==> src/sv/multichannel_step_quantised_clock_defines.svh <==
// assertion macros for the step-quantised clock
`ifndef MULTICHANNEL_STEP_QUANTISED_CLOCK_DEFINES_SVH
`define MULTICHANNEL_STEP_QUANTISED_CLOCK_DEFINES_SVH

// same-cycle implication
`define MCSQ_ASSERT_NOW(lbl, clk, rst_n, ante, cons, msg) \
  lbl: assert property (@(posedge clk) disable iff (!rst_n) (ante) |-> (cons)) else $error(msg);

// next-cycle implication
`define MCSQ_ASSERT_NEXT(lbl, clk, rst_n, ante, cons, msg) \
  lbl: assert property (@(posedge clk) disable iff (!rst_n) (ante) |=> (cons)) else $error(msg);

`endif

==> src/sv/mcsq_pkg.sv <==
// shared constants for the step-quantised clock
`default_nettype none
package mcsq_pkg;
  localparam int CHANNELS_DEF = 5;
  localparam int RATE_REGS    = 5;
  localparam int TIME_W   = 48;
  localparam int DELTA_W  = 24;
  localparam int CH_W     = 3;
  localparam int SEED_W   = 32;
  localparam int STEP_W   = 32;
  localparam int PROD_W   = 40;
  localparam int RATE_W   = 24;
  localparam int SCALE_W  = 16;
  localparam int JIT_W    = 17;
  localparam int CFG_IDX_W  = 3;
  localparam int CFG_DATA_W = 24;

  localparam logic [PROD_W-1:0] STEP_NUM  = 40'd1048576000000;
  localparam logic [TIME_W-1:0] RAW_MAX   = 48'h7FFF_FFFF_FFFF;
  localparam logic [STEP_W-1:0] STEP_MAX  = 32'hFFFF_FFFF;
  localparam logic [31:0]       HASH_C1   = 32'h7feb352d;
  localparam logic [31:0]       HASH_C2   = 32'h846ca68b;
  localparam logic [JIT_W-1:0]  JIT_ONE   = 17'd65536;
  localparam logic [SCALE_W-1:0] SCALE_RST = 16'd4096;

  localparam logic [CFG_IDX_W-1:0] REG_ENABLE = 3'd0;
  localparam logic [CFG_IDX_W-1:0] REG_SCALE  = 3'd1;
  localparam logic [CFG_IDX_W-1:0] REG_JITTER = 3'd2;
  localparam logic [CFG_IDX_W-1:0] REG_RATE0  = 3'd3;

  localparam logic CMD_ADVANCE = 1'b0;
  localparam logic CMD_QUERY   = 1'b1;
endpackage
`default_nettype wire

==> src/sv/mcsq_div.sv <==
// shared restoring divider, one quotient bit per cycle
`default_nettype none
module mcsq_div (
  input  wire logic                         clk,
  input  wire logic                         rst_n,
  input  wire logic                         start,
  input  wire logic [mcsq_pkg::TIME_W-1:0]  dividend,
  input  wire logic [mcsq_pkg::PROD_W-1:0]  divisor,
  output logic                              done,
  output logic [mcsq_pkg::TIME_W-1:0]       quot,
  output logic [mcsq_pkg::PROD_W-1:0]       rem
);
  import mcsq_pkg::*;
  localparam int CNT_W = $clog2(TIME_W);

  logic [TIME_W-1:0] q_r, q_nxt;
  logic [PROD_W-1:0] r_r, r_nxt, d_r;
  logic [CNT_W-1:0]  cnt_r;
  logic              busy_r, done_r;
  logic [PROD_W:0]   trial;

  always_comb begin
    trial = {r_r, q_r[TIME_W-1]};
    if (trial >= {1'b0, d_r}) begin
      r_nxt = PROD_W'(trial - {1'b0, d_r});
      q_nxt = {q_r[TIME_W-2:0], 1'b1};
    end else begin
      r_nxt = trial[PROD_W-1:0];
      q_nxt = {q_r[TIME_W-2:0], 1'b0};
    end
  end

  always_ff @(posedge clk) begin
    if (!rst_n) begin
      busy_r <= 1'b0;
      done_r <= 1'b0;
    end else begin
      done_r <= 1'b0;
      if (start) begin
        busy_r <= 1'b1;
      end else if (busy_r && cnt_r == '0) begin
        busy_r <= 1'b0;
        done_r <= 1'b1;
      end
    end
  end

  always_ff @(posedge clk) begin
    if (start) begin
      q_r   <= dividend;
      r_r   <= '0;
      d_r   <= divisor;
      cnt_r <= CNT_W'(TIME_W - 1);
    end else if (busy_r) begin
      q_r   <= q_nxt;
      r_r   <= r_nxt;
      cnt_r <= cnt_r - 1'b1;
    end
  end

  assign done = done_r;
  assign quot = q_r;
  assign rem  = r_r;
endmodule
`default_nettype wire
==> config.mk <==
export PLATFORM = sky130hd
export DESIGN_NAME = mcsq_div
export DESIGN_NICKNAME = d
export VERILOG_FILES = /design/src/sv/multichannel_step_quantised_clock_defines.svh /design/src/sv/mcsq_pkg.sv /design/src/sv/mcsq_div.sv
export SDC_FILE = /design/constraint.sdc
export NUM_CORES = 1
export LEC_CHECK = 0
export ABC_CLOCK_PERIOD_IN_PS = 5350
export BUFFER_PORTS_ARGS = -buffer_cell sky130_fd_sc_hd__buf_2
export CORE_MARGIN = 1
export CORE_UTILIZATION = 45
export CTS_CLUSTER_DIAMETER = 40
export CTS_CLUSTER_SIZE = 14
export DETAILED_ROUTE_END_ITERATION = 10
export GPL_TIMING_DRIVEN = 0
export PLACE_DENSITY = 0.69
export SYNTH_ARGS = -nofsm -noshare
export SYNTH_HDL_FRONTEND = slang
export SYNTH_SLANG_ARGS = --single-unit
==> constraint.sdc <==
create_clock -name clk -period 5.35 [get_ports clk]
set_input_delay 0.2675 -clock clk [delete_from_list [all_inputs] [get_ports clk]]
set_output_delay 0.2675 -clock clk [all_outputs]
set_load 0.1 [all_outputs]
# --- Word-level counts from Yosys, hierarchy flattened ---
# Index checks and enable logic that the tools add are counted.
word_totals:
  in_bits: 91
  output_inout_bits: 89
  regBits: 136
  word_cells: 22
op_classes:
  add_sub_neg: 2
  order_cmp: 1
  n_reduce_logical: 5
  muxes: 7
  bitwise_logic: 1
op_table:
  columns: ["cell", "count"]
  rows:
  - ["$mux W48", 2]
  - ["$ge A41 B40 Y1", 1]
  - ["$mux W40", 1]
  - ["$sub A40 B40 Y40", 1]
  - ["$logic_not A6 Y1", 1]
  - ["$sub A6 B1 Y6 const B", 1]
  - ["$mux W1", 4]
  - ["$reduce_bool A2 Y1", 2]
  - ["$reduce_or A2 Y1", 1]
  - ["$logic_and A1 B1 Y1", 1]
  - ["$not A1 Y1", 1]

# --- Depth between registers and ports, before layout ---
# Gate-level depths: netlist of run 1.
depth:
  ltp_word: 4
  ltp_mapped: 14
  mapped_depth_nobuf: 13

# --- Worst setup path after synthesis of run 1 ---
# Ideal clock, no wire load.
synth_path:
  path_kind: "register -> register"
  from: "register r_r[3] (netlist: rem[3])"
  to: "register r_r[10] (netlist: rem[10])"
  n_path_buf: 1
  arrival_time_ps: 3255
  synth_period_minus_slack_ps: 3384
  setup_slack_ps: 1966
  path_stages_with_launch: 12
  setup_time_ps: 129
  path_cell_list: "dfxtp_1 ha_1 a21o_1 a31o_1 a31oi_2 o21ai_2 a31o_2 a31oi_4 buf_6 mux2_2 mux2i_1 nor2_1"
synth_via:
  elab_chain_len: 2
synth_lines:
  columns: ["element", "line", "rtl"]
  rows:
  - ["start: declaration", "mcsq_div.sv:17", "logic [PROD_W-1:0] r_r, r_nxt, d_r;"]
  - ["start signal: assignment", "mcsq_div.sv:56", "r_r <= r_nxt;"]
  - ["$sub A40 B40 Y40 or $ge A41 B40 Y1 (tied branches)", "mcsq_div.sv:25, mcsq_div.sv:24", null]
  - ["$mux W40 *", "mcsq_div.sv:24", "if (trial >= {1'b0, d_r}) begin"]
# Every way passes the cells marked *; elsewhere a longest branch is shown, timed or not.
# A chain may end at the register's enable or synchronous reset.

# --- Worst setup path after layout of run 1 ---
layout_path:
  from: "register q_r[47] (netlist: quot[47])"
  to: "register r_r[28] (netlist: rem[28])"
layout_via:
  elab_chain_len: 2
layout_lines:
  columns: ["element", "line", "rtl"]
  rows:
  - ["start: declaration", "mcsq_div.sv:16", "logic [TIME_W-1:0] q_r, q_nxt;"]
  - ["start signal: assignment", "mcsq_div.sv:50", "q_r <= dividend;"]
  - ["start signal: assignment", "mcsq_div.sv:55", "q_r <= q_nxt;"]
  - ["$sub A40 B40 Y40 or $ge A41 B40 Y1 (tied branches)", "mcsq_div.sv:25, mcsq_div.sv:24", null]
  - ["$mux W40 *", "mcsq_div.sv:24", null]
# Marks and branches as above.

==> results.md, run 1 <==
Power:
- The total design power is 3.426 mW.
- The power share of the combinational group is 30.3%.
- Summed over all cells, the static leakage comes to 4.294 nW.
- Per report_power, the clock group accounts for 32.7% of the total.
- VDD sags by at most 0.2807 mV.
- The fraction of power consumed by sequential logic is 37.0%.
- Dividing total power by cell area gives a power density of 355.2 nW/um2.
- The internal portion of the total power is 2.131 mW.
- For this design the total switching power over the nets is 1.295 mW.
- In this run switching power makes up 37.79% of total power.

Synth:
- The synthesized netlist devotes 17.41% of its cell area to compound gates.
- Synthesis instantiated 69 different standard cells from the library.
- In this run the mean area of a mapped cell was 10.19 um2.
- Measured against the total synthesized area, the mux share comes to 8.866%.
- Counting flops with an async set or reset pin after synthesis yields a share of 0%.
- The total of flip-flops plus latches after synthesis is 136.
- In this run the cell area of the synthesized design comes to 7804 um2.
- Ranked by total cell area, the synthesized netlist is headed by edfxtp_1 (34%), dfxtp_1 (12%), mux2_2 (7.1%), ha_1 (6.6%), a21oi_1 (4.2%).
- The simple-gate share of the synthesized area is 12.01%.
- The proportion of netlist area held by the largest area contributor is 33.86%.
- The adder-cell share of the synthesized area is 6.830%.
- The flip-flop cell with the highest count after synthesis is edfxtp_1.
- Counting every instance in the synthesized netlist gives 766.
- The sequential-to-total area share from yosys stat is 46.18%.
- The cell type with the largest total area after synthesis is edfxtp_1.
- The number of nets handed over by synthesis was 899.
- After Yosys synthesis, XOR and XNOR cells account for 3.704% of the synthesized area.
- The count of warnings emitted by yosys is 0.
- The number of synthesized flops with an enable pin is 88.
- The dominant combinational cell family by area after synthesis is compound AO/OA/AOI/OAI gates.

Floorplanning:
- The floorplan step set the die height to 133.7 um.
- 180 I/O pins were placed.
- The total die area is 17,870 um2.
- The horizontal die dimension is 133.7 um.
- In this run the standard cell core region covers 16,760 um2.
- The floorplan row count is 47.
- The initial cell density of the core is 46.56%.

Clock tree:
- The number of buffers inserted for hold repair after clock tree synthesis is 1.
- In this run the clock root is driven by a clkbuf_16.
- The H-tree depth reported by CTS is 4.
- After clock tree synthesis, the clock-pin slew on the worst setup and hold paths is 60 ps.
- Clock latency on the worst-skew pair, taken at its later pin, is 430 ps.
- The post-cts sizing count is 0.
- The number of clock buffers inserted by TritonCTS is 17.
- The deepest clock path buffer count is 2.
- TritonCTS built the clock tree.
- The setup fix buffers added after clock tree synthesis is 0.
- The total number of clock tree sinks is 136.

Timing:
- Setup repair after global routing left no endpoint under its margin.
- The final setup violation count is 0.
- The final clock skew is 12.40 ps.
- The total negative setup slack is 0 ps.
- For the pin with the worst max-slew slack, the measured transition is 1032 ps.
- Timing would allow up to 287.3 MHz.
- The final worst-path setup slack is 1869 ps.
- The number of hold violations in the final report is 0.
- Dividing the final minimum period by the clock period gives 65.06%.
- Headroom to the max-slew limit came out at 31.23%.
- The max-slew violation total from the final report was 0.
- Subtracting the final worst setup slack from the clock period gives 3481 ps.

Final layout:
- The signed area change from the synthesized netlist to the final layout is 23.60%.
- Cells with a size suffix above 1 make up 29.89% of the layout.
- The count of fill cells added during filler insertion is 1,523.
- After the last flow step, the layout net total stands at 1,107.
- The finished layout cell area is 9646 um2.
- The register area is 3603 um2.
- Leaving out fill and tap cells, the most frequent cells in the layout are buf_2 (191), edfxtp_1 (88), nor2_1 (72).
- Summing all multi-input logic gate instances after layout gives 3810 um2.
- The library cell used most frequently in the layout, excluding fill and tap cells, is buf_2.
- The diode insertion count for antenna repair is 0.

Place:
- Input and output buffers added on the ports amount to 179.
- Before CTS, the worst setup slack after placement is 1963 ps.
- The placed wire-length estimate after detailed placement is 15.29 mm.
- The congestion estimate from routability-driven global placement came to 0.9777.
- The total cell area at the placement stage is 9002 um2.

Global route:
- The largest net degree at the start of global routing is 46.
- The global route total overflow is 0.
- Global routing used 23.60% of the available tracks across all layers.
- The number of global-route vias before repair is 6,445.
- The first global-routing pass estimated 32.67 mm of wire.
- The initial antenna violation count is 0.

Setup path:
- The sort of element at the start of the critical path is a flip-flop.
- The startpoint identified for the worst register-to-register timing path is quot[47].
- Of all nets on the critical path, the largest fanout is 4.
- The endpoint of the lowest-slack register-to-register path is rem[28].
- In this run the worst setup path begins at quot[47].
- The setup path with the least slack is of type flip-flop to flip-flop.
- The worst register-to-register path has a depth of 13.
- The worst register-to-register path has a setup slack of 1870 ps.
- STA puts the critical path data required time at 5640 ps.
- At the worst endpoint, the arrival time is 3770 ps.
- The critical path endpoint category is a flip-flop.
- The endpoint of the most critical setup path is rem[28].

Routing:
- After the first detailed-routing iteration, the DRC count stood at 519.
- The DRC violations left is 0.
- The routed layout has 6,606 vias.
- The first TritonRoute pass finished after 5 iterations.
- The detailed-route wire length per cell is 17.28 um.
- The number of nets still failing antenna checks after routing is 0.
- The post-detailed-route via-to-cell ratio is 5.473.
- The wire length after detailed routing is 20.85 mm.

Worst hold path:
- Along the worst hold path, the cell count comes to 1.
- The min-delay analysis places its worst path in the category input port to flip-flop.

Job:
- Across the run, the number of max-cap violations was 0.

Run status:
- The run finished with clean final reports.
-- worst max-delay path: stages (launching register included) --
cell      delay, ps
edfxtp_1        460
inv_1            90
ha_1            170
inv_1            60
fa_1            400
a21o_1          220
a221oi_2        320
o211ai_2        130
a41oi_1         370
o21ai_2         190
a21oi_1         430
o21ai_0         240
xnor2_1         180
o21ai_0          90
-- synth_stat cells (all sizes together) (2+ instances only) --
cell and n:
or3 4, buf 21, mux2i 14, xnor2 22, nor3b 5, edfxtp 88
and2 3, nor3 11, o21bai 9, a21oi 65, clkbuf 18, nor4 3
a211oi 26, o221ai 2, o31a 2, inv 55, nand4 9, a21boi 3
nor2b 3, a21o 17, nand2 51, ha 41, and3 8, nor2 72
a31o 5, o21ai 34, o211ai 4, nand2b 12, a31oi 9, xor2 11
dfxtp 48, a32oi 8, nand3b 2, a221oi 2, nand3 6, o31ai 2
mux2 49, o21a 6
-- metal layers --
| metal | track usage [%] | wire length (um) | vias to the layer above |
|---|---|---|---|
| li1 | - | - | 3219 |
| met1 | 29.17 | 9241 | 3119 |
| met2 | 39.18 | 9675 | 244 |
| met3 | 7.534 | 1633 | 24 |
| met4 | 7.197 | 303 | 0 |
| met5 | 0 | 0 | - |
-- per-stage QoR --
stage	hold slack (ps)	cells	utilization, %
after floorplan	366.4	766	-
after global placement	444.8	1165	53.55
after detailed placement	445.6	1166	53.71
after CTS	0.1390	1199	57.07
after global routing	0.2239	1207	57.55
final	16.94	1207	57.55
-- power by group through the flow --
stage / registers [mW] / logic, mW / clock network (mW)
3_5_place_dp: 1.29 / 1.02 / 0
4_1_cts: 1.27 / 1.03 / 1.14
5_1_grt: 1.28 / 1.10 / 1.17
2_1_floorplan: 1.70 / 0.405 / 0
6_report: 1.27 / 1.04 / 1.12
3_3_place_gp: 1.29 / 1.01 / 0
-- sequential cells by signal, summed over array words and instances (netlist names) --
signal and flops:
rem 40, busy_r 1, d_r 40, quot 48
cnt_r 6, done 1
-- area by class of cell --
type,count,share of cell area (%)
clock buffer,18,4.449
sequential,136,37.36
timing repair buffer,189,10.51
clock inverter,14,1.284
inverter,55,2.140
multi-input combinational,536,39.50
tap,220,2.854
buffer,39,1.907
-- logic make-up (layout without fill, tap and decap cells) --
logic type | Yosys count | count (layout)
AOI/OAI and AO/OA | 202 | 202
muxes | 63 | 63
and+or+nand+nor | 196 | 196
DFF | 136 | 136
xor gates and xnor gates | 33 | 33
adders and majority gates | 42 | 42
buffers and inverters | 94 | 315
-- worst min-delay path by stage --
stage / endpoint / start / slack [ps]
4_1_cts: d_r[34] / divisor[34] / 0.1
2_1_floorplan: d_r[0] / divisor[0] / 370
5_1_grt: d_r[12] / divisor[12] / 0.2
3_5_place_dp: d_r[23] / divisor[23] / 450
6_report: d_r[34] / divisor[34] / 20
3_3_place_gp: d_r[35] / divisor[35] / 440
(Power assumes the default switching activity.)
==> run 2: changes to the inputs <==
ABC_CLOCK_PERIOD_IN_PS = 2800   (was 5350)
PLACE_DENSITY = 0.71   (was 0.69)
clock period = 2.8 ns   (was 5.35 ns; I/O delays follow)
==> run 2 against run 1 <==
  * The flow now finishes with violations (negative setup slack)
  * Sequential cell count stayed put
  * Worst hold slack worse by 4.6 ps
  * Via count is 4.7% higher
  * First-iteration DRC count is 15% lower
  * Global-route usage is 0.88 points higher
  * Clock power is 100% higher
  * Critical endpoint is now rem[36]
  * Largest cell class unchanged
  * Largest power group unchanged
==> results.md, run 2 (synthesis gave the netlist of run 1 again) <==
Run status:
- The flow ran to the end, but the final reports show violations.
- The checks that failed: negative setup slack.

Timing:
- Setup repair after global routing could not meet its margin everywhere.
- The worst hold margin is 12.30 ps.
- The period utilization is 102.5%.
- The max-slew violation total from the final report is 0.
- The worst slew slack as a fraction of its limit is 33.23%.
- The total negative setup slack is -213.6 ps.
- The timing-limited maximum frequency is 348.5 MHz.
- The final worst-path setup slack is -69.80 ps.
- The number of hold violations in the final report came to 0.
- For the pin with the worst max-slew slack, the measured transition is 1002 ps.
- Setup violations remaining at the end of the flow were counted as 6.
- For the final database, setup skew stands at 11.49 ps.
- The shortest clock period the worst path allows after layout is 2870 ps.

Routing:
- The number of nets still failing antenna checks after routing is 0.
- In this run the top signal layer used is met4.
- The routed design uses 1.500 mm of met3 wire.
- The routed length on met2 is 10.19 mm.
- The final layout contains routed wiring with a total length of 21.84 mm.
- In the final routing, the length of wire on met1 measures 9.737 mm.
- The number of detailed-routing iterations run before antenna repair is 5.
- The detailed-route wire length per cell is 17.11 um.
- The DRC violations left is 0.
- The post-detailed-route via-to-cell ratio is 5.420.
- The first-iteration detailed-routing DRC count is 442.
- The detailed router placed 6,916 vias in this run.

Setup path:
- The critical path is of the flip-flop to flip-flop type.
- In this run the worst path has a maximum fanout of 4.
- The worst setup path is captured at a flip-flop.
- The critical path goes through ha_4 -> inv_2 -> fa_2 -> a21o_1 -> a221oi_4 -> o211ai_2 -> a41oi_2 -> o21ai_4 -> a21oi_4 -> o21a_1 -> or4_1 -> and3_1.
- In this design, the stage delay of the slowest critical-path cell is 440 ps.
- The worst path arrival time is 3190 ps.
- The slowest stage of the critical path belongs to the cell edfxtp_1.
- The sort of element at the start of the critical path is a flip-flop.
- The sum of buffers and inverters on the critical path is 1.
- In this design, the largest share of critical-path delay is due to compound AO/OA/AOI/OAI gates.
- At the worst endpoint, the required time is 3120 ps.

Clock tree:
- Clock latency on the worst-skew pair, taken at its later pin, is 430 ps.
- Clock tree synthesis found a total of 136 sinks.
- The clock-pin slew on the worst setup and hold paths is 70 ps.
- The H-tree was split into 4 levels.
- In this run the clock root is driven by a clkbuf_16.
- TritonCTS created 17 clock buffers.
- The TritonCTS clock tree is yes.
- The deepest clock path buffer count is 2.

Final layout:
- The footprint of the multi-input gates is 4259 um2.
- At the end of the flow, the number of nets in the layout was 1,176.
- In the layout the commonest cells are buf_2 (181), edfxtp_1 (88), nor2_1 (72).
- The ratio of cells with drive above 1 in the final layout is 39.11%.
- The register with the most flip-flops in the layout has 48 of them.
- The diode insertion count for antenna repair is 0.
- Leaving out fill and tap cells, the most frequent cell in the layout is buf_2.
- The count of fill cells added during filler insertion is 1,308.
- The register area is 3641 um2.
- The area growth from synthesis to layout is 39.54%.

Job:
- The total of max-cap violations is 0.

Floorplanning:
- The total die area is 17,870 um2.
- Once the floorplan was initialized, standard cells occupied 46.56% of the core.
- The floorplan has 47 rows.
- In this run the count of I/O pins placed on the die edge is 180.
- The horizontal die dimension is 133.7 um.
- In this run the standard cell core region covers 16,760 um2.
- The die extent in y is 133.7 um.

Power:
- In this run the power density over the cells is 635.8 nW/um2.
- The leakage power is 4.748 nW.
- Net switching is 38.17% of the power.
- The worst-case vdd ir drop is 0.4587 mV.
- The clock network burns 32.4% of the power.
- The analysis attributes to net switching a power of 2.643 mW.
- The power share of the combinational group is 32.4%.
- Per report_power, the sequential group accounts for 35.2% of the total.
- Internal power comes to 4.281 mW.

Worst hold path:
- In this run the worst hold path is classified as input port to flip-flop.

Global route:
- The largest net degree at the start of global routing is 42.
- The first global-routing pass estimated 34.07 mm of wire.
- The overall track demand over capacity in global routing is 24.48%.
- The number of global-route vias before repair is 6,846.
- The global route total overflow is 0.
- The initial antenna violation count is 0.

Place:
- Port buffering added 179 buffers.
- The placed wire-length estimate after detailed placement is 14.95 mm.
- The congestion estimate from routability-driven global placement came to 0.9480.
## run 2: cell count changes in the layout (fill, tap and decap cells not counted), moves of 13 or more
cell,delta
a21oi_1,-13
dfxtp_2,+30
ha_1,-14
buf_4,+18
dfxtp_1,-30
dlygate4sd3_1,+50
## run 2: final cells by class
class	count	area share, %
plain buffers	37	2.333
clock buffers	17	3.907
clock inverters	15	1.436
inverters	55	1.896
multi-input cells	536	39.11
flip-flops and latches	136	33.44
well taps	220	2.528
repair buffers	260	15.35
## run 2: metal layers
layer | vias to the layer above | global-route usage (%)
li1 | 3353 | -
met1 | 3247 | 30.84
met2 | 278 | 40.97
met3 | 38 | 6.164
met4 | 0 | 7.955
met5 | - | 0
## run 2: final timing paths
path                startpoint        to  slack [ps]  depth (start not counted)
setup / recovery        d_r[0]   rem[36]         -70                         12
hold / removal    dividend[12]  quot[12]          10                          2
setup reg to reg        d_r[0]   rem[36]         -70                         12
hold reg to reg        rem[15]   rem[15]         510                          2
## run 2: through the flow
step                cells  util (%)  instance area (um2)  total power, mW  worst slack [ps]
detailed placement   1166     54.05                 9059            4.427            -344.4
CTS                  1271     62.90                10540            6.833            -42.14
global route         1276     64.97                10890            7.179            -150.0
global placement     1165     53.93                 9039            4.409            -384.8
finish               1276     64.97                10890            6.923            -69.80
floorplan             766         -                 7868            4.028            -386.2
## run 2: repair_timing
action | in CTS | in global routing
pin swaps | 30 | 34
resized for setup | 45 | 79
endpoints found under the hold margin | 60 | 0
hold buffers | 59 | 0
endpoints found under the setup margin | 41 | 41
gates cloned | 0 | 0
setup buffers | 15 | 8
## run 2: power by group through the flow
stage	clock, mW	combinational [mW]	sequential, mW
floorplan	0	0.781	3.25
global placement	0	1.94	2.47
detailed placement	0	1.96	2.47
CTS	2.28	2.12	2.43
global route	2.35	2.37	2.46
finish	2.24	2.24	2.44
==> run 3: changes to the inputs <==
ABC_CLOCK_PERIOD_IN_PS = 3100   (was 2800)
PLACE_DENSITY = 0.69   (was 0.71)
clock period = 3.1 ns   (was 2.8 ns; I/O delays follow)
==> run 3 against run 2 <==
  * The flow now finishes without violations
  * Global-route usage fell by 0.70 points
  * Sequential share of layout area increased by 2.2 points
  * Fmax is 3.5% lower
  * Largest cell class unchanged
  * Largest power group unchanged
==> results.md, run 3 (synthesis gave the netlist of run 1 again) <==
Clock tree:
- The number of clock buffers inserted by TritonCTS is 17.
- The H-tree depth reported by CTS is 4.
- The TritonCTS clock tree is yes.
- The longest clock path from root to sink contains 2 buffers.
- The total number of clock tree sinks is 136.
- Clock-pin slew was measured on the worst setup and hold paths at 70 ps.
- The tree is rooted in a clkbuf_16.
- For the worst-skew pair, the clock arrives at the later sink with an insertion delay of 430 ps.

Worst hold path:
- The hold path startpoint is dividend[3].
- The tightest min-delay check is of the input port to flip-flop type.
- The hold-critical path depth is 2.
- The path with the worst hold slack has its endpoint at quot[3].

Power:
- The total design power is 6.074 mW.
- The power per standard cell area is 594.2 nW/um2.
- The leakage power is 4.534 nW.
- IR analysis of the VDD net gives a maximum drop of 0.5385 mV.

Timing:
- Final hold analysis gives a worst-case slack of 21.77 ps.
- After routing, the total negative slack on setup checks comes to 0 ps.
- Setup violations remaining at the end of the flow were counted as 0.
- The number of hold violations in the final report is 0.
- Timing would allow up to 336.4 MHz.
- In the post-route analysis, the smallest setup slack over all paths is 127.2 ps.
- The max-slew violation total from the final report is 0.
- Dividing the final minimum period by the clock period gives 95.90%.
- For the final database, setup skew stands at 17.58 ps.
- Counting I/O delays and the setup requirement, the final critical path takes 2973 ps.
- The worst slew slack as a fraction of its limit is 33.97%.
- The transition time at the pin with the least slew margin is 990.5 ps.

Final layout:
- The area growth from synthesis to layout is 30.98%.
- The ratio of cells with drive above 1 in the final layout is 33.95%.
- In the final layout, the multi-input gates occupy 3925 um2.
- Fill cells in the final layout number 1,473.
- The final core utilization is 60.99%.
- In the final design database the tool counted 1,148 nets.
- The register with the most flip-flops in the layout has 48 of them.
- In the layout the commonest cells are buf_2 (188), edfxtp_1 (88), nor2_1 (72).
- The diode insertion count for antenna repair is 0.
- The register area is 3640 um2.
- Leaving out fill and tap cells, the most frequent cell in the layout is buf_2.

Setup path:
- The setup slack on the worst flop-to-flop path is 130 ps.
- The length in cells of the worst reg-to-reg path is 12.
- STA classifies the critical path startpoint as a flip-flop.
- The slowest stage cell on the critical path is edfxtp_1.
- The worst path arrival time is 3260 ps.
- The critical path goes through inv_1 -> ha_1 -> a21o_1 -> a31o_1 -> a31oi_2 -> o21ai_2 -> a31o_4 -> a31oi_4 -> buf_6 -> mux2_2 -> mux2i_1 -> nor2_1.
- The sum of buffers and inverters on the critical path is 2.
- The worst register-to-register path begins at d_r[4].
- The critical path start-end classification is flip-flop to flip-flop.
- Broken down by cell family, the worst path's largest delay share belongs to compound AO/OA/AOI/OAI gates.
- For this run, the slowest stage of the critical path takes 360 ps.
- The endpoint of the lowest-slack register-to-register path is rem[10].
- The maximum net fanout on the critical path is 10.
- STA classifies the critical path endpoint as a flip-flop.
- The required time reported for the critical path endpoint is 3390 ps.

Floorplanning:
- The horizontal die dimension is 133.7 um.
- 180 I/O pins were placed.
- The total die area is 17,870 um2.
- The floorplan step defined a core boundary enclosing 16,760 um2.
- Once the floorplan was initialized, standard cells occupied 46.56% of the core.
- The floorplan row count is 47.
- The floorplan step set the die height to 133.7 um.

Routing:
- In the final routed layout, each cell accounts on average for 16.94 um.
- The DRC violations left is 0.
- The post-detailed-route via-to-cell ratio is 5.409.
- The highest layer touched by signal routing is met4.
- The routed length on met2 is 9.979 mm.
- The detailed-route via count is 6,750.
- In the final routing, the length of wire on met1 measures 9.463 mm.
- The first detailed-routing pass took 5 iterations.
- Summed over all layers, the routed wires come to 21.15 mm.
- Once detail routing completed, the nets flagged for antenna violations numbered 0.
- The detailed-routed wire length on met3 is 1.494 mm.
- In this run, the number of DRC markers left after iteration 0 of detailed routing was 543.

Job:
- The tool flagged a number of max-cap violations equal to 0.

Place:
- At the end of routability-driven placement, the weighted congestion stood at 0.9329.
- The number of input and output port buffers inserted is 179.
- The placed wire-length estimate after detailed placement is 15.28 mm.
- At the placement stage, the worst setup path has a slack of -73.29 ps.

Global route:
- The first global-routing pass estimated 33.08 mm of wire.
- The number of global-route vias before repair is 6,526.
- Entering global routing, the biggest net connects 42 pins.
- The initial antenna violation count is 0.
- After global routing the overflow that remains totals 0.
- For this run, the total global-route usage over all layers was measured as 23.78%.

Run status:
- The run finished with clean final reports.
==> run 3: cell count changes in the layout (fill, tap and decap cells not counted), sizes merged <==
cell	change
dlygate4sd3	-18
buf	-13
clkbuf	+3
clkinv	+1
inv	-1
==> run 3: layer usage <==
metal	GRT usage, %	vias to the layer above
li1	-	3301
met1	30.92	3154
met2	38.86	276
met3	6.887	19
met4	5.808	0
met5	0	-
==> run 3: how the worst max path moves through the flow <==
stage,to,slack [ps],startpoint,cells past startpoint
final,rem[10],130,d_r[4],12
after global routing,rem[22],-4,d_r[28],13
after CTS,quot[0],20,d_r[4],11
after detailed placement,quot[0],-70,d_r[4],11
after global placement,quot[33],-60,start,4
after floorplan,rem[36],-90,quot[47],13
==> run 3: layout make-up <==
cell class,count,area share (%)
Tap cell,220,2.693
Inverter,55,2.020
Buffer,39,1.946
Sequential cell,136,35.61
Multi-Input combinational cell,536,38.40
Clock inverter,15,1.530
Clock buffer,17,4.162
Timing Repair Buffer,230,13.64
==> run 3: through the flow <==
stage,instance area (um2),instances
after floorplan,7861,766
after global placement,9032,1165
after detailed placement,9052,1166
after CTS,10060,1239
after global routing,10220,1248
final,10220,1248
==> run 3: worst reg2reg max path: stages (launching register included) <==
cell,delay (ps)
edfxtp_1,360
inv_1,90
ha_1,300
a21o_1,240
a31o_1,200
a31oi_2,240
o21ai_2,150
a31o_4,290
a31oi_4,230
buf_6,210
mux2_2,350
mux2i_1,130
nor2_1,60
==> run 3: what timing repair did <==
action | CTS | global route
gates cloned | 0 | 0
setup endpoints to repair | 10 | 30
buffers inserted | 0 | 9
gates resized for setup | 4 | 16
hold endpoints to repair | 42 | 0
hold buffers | 41 | 0
pin swaps | 0 | 9
==> run 3: where the power goes <==
part	internal (mW)	leakage, nW	switching [mW]	total, mW
Clock	1.14	0.283	0.873	2.01
Combinational	0.521	2.97	1.35	1.87
Sequential	2.10	1.28	0.0898	2.19
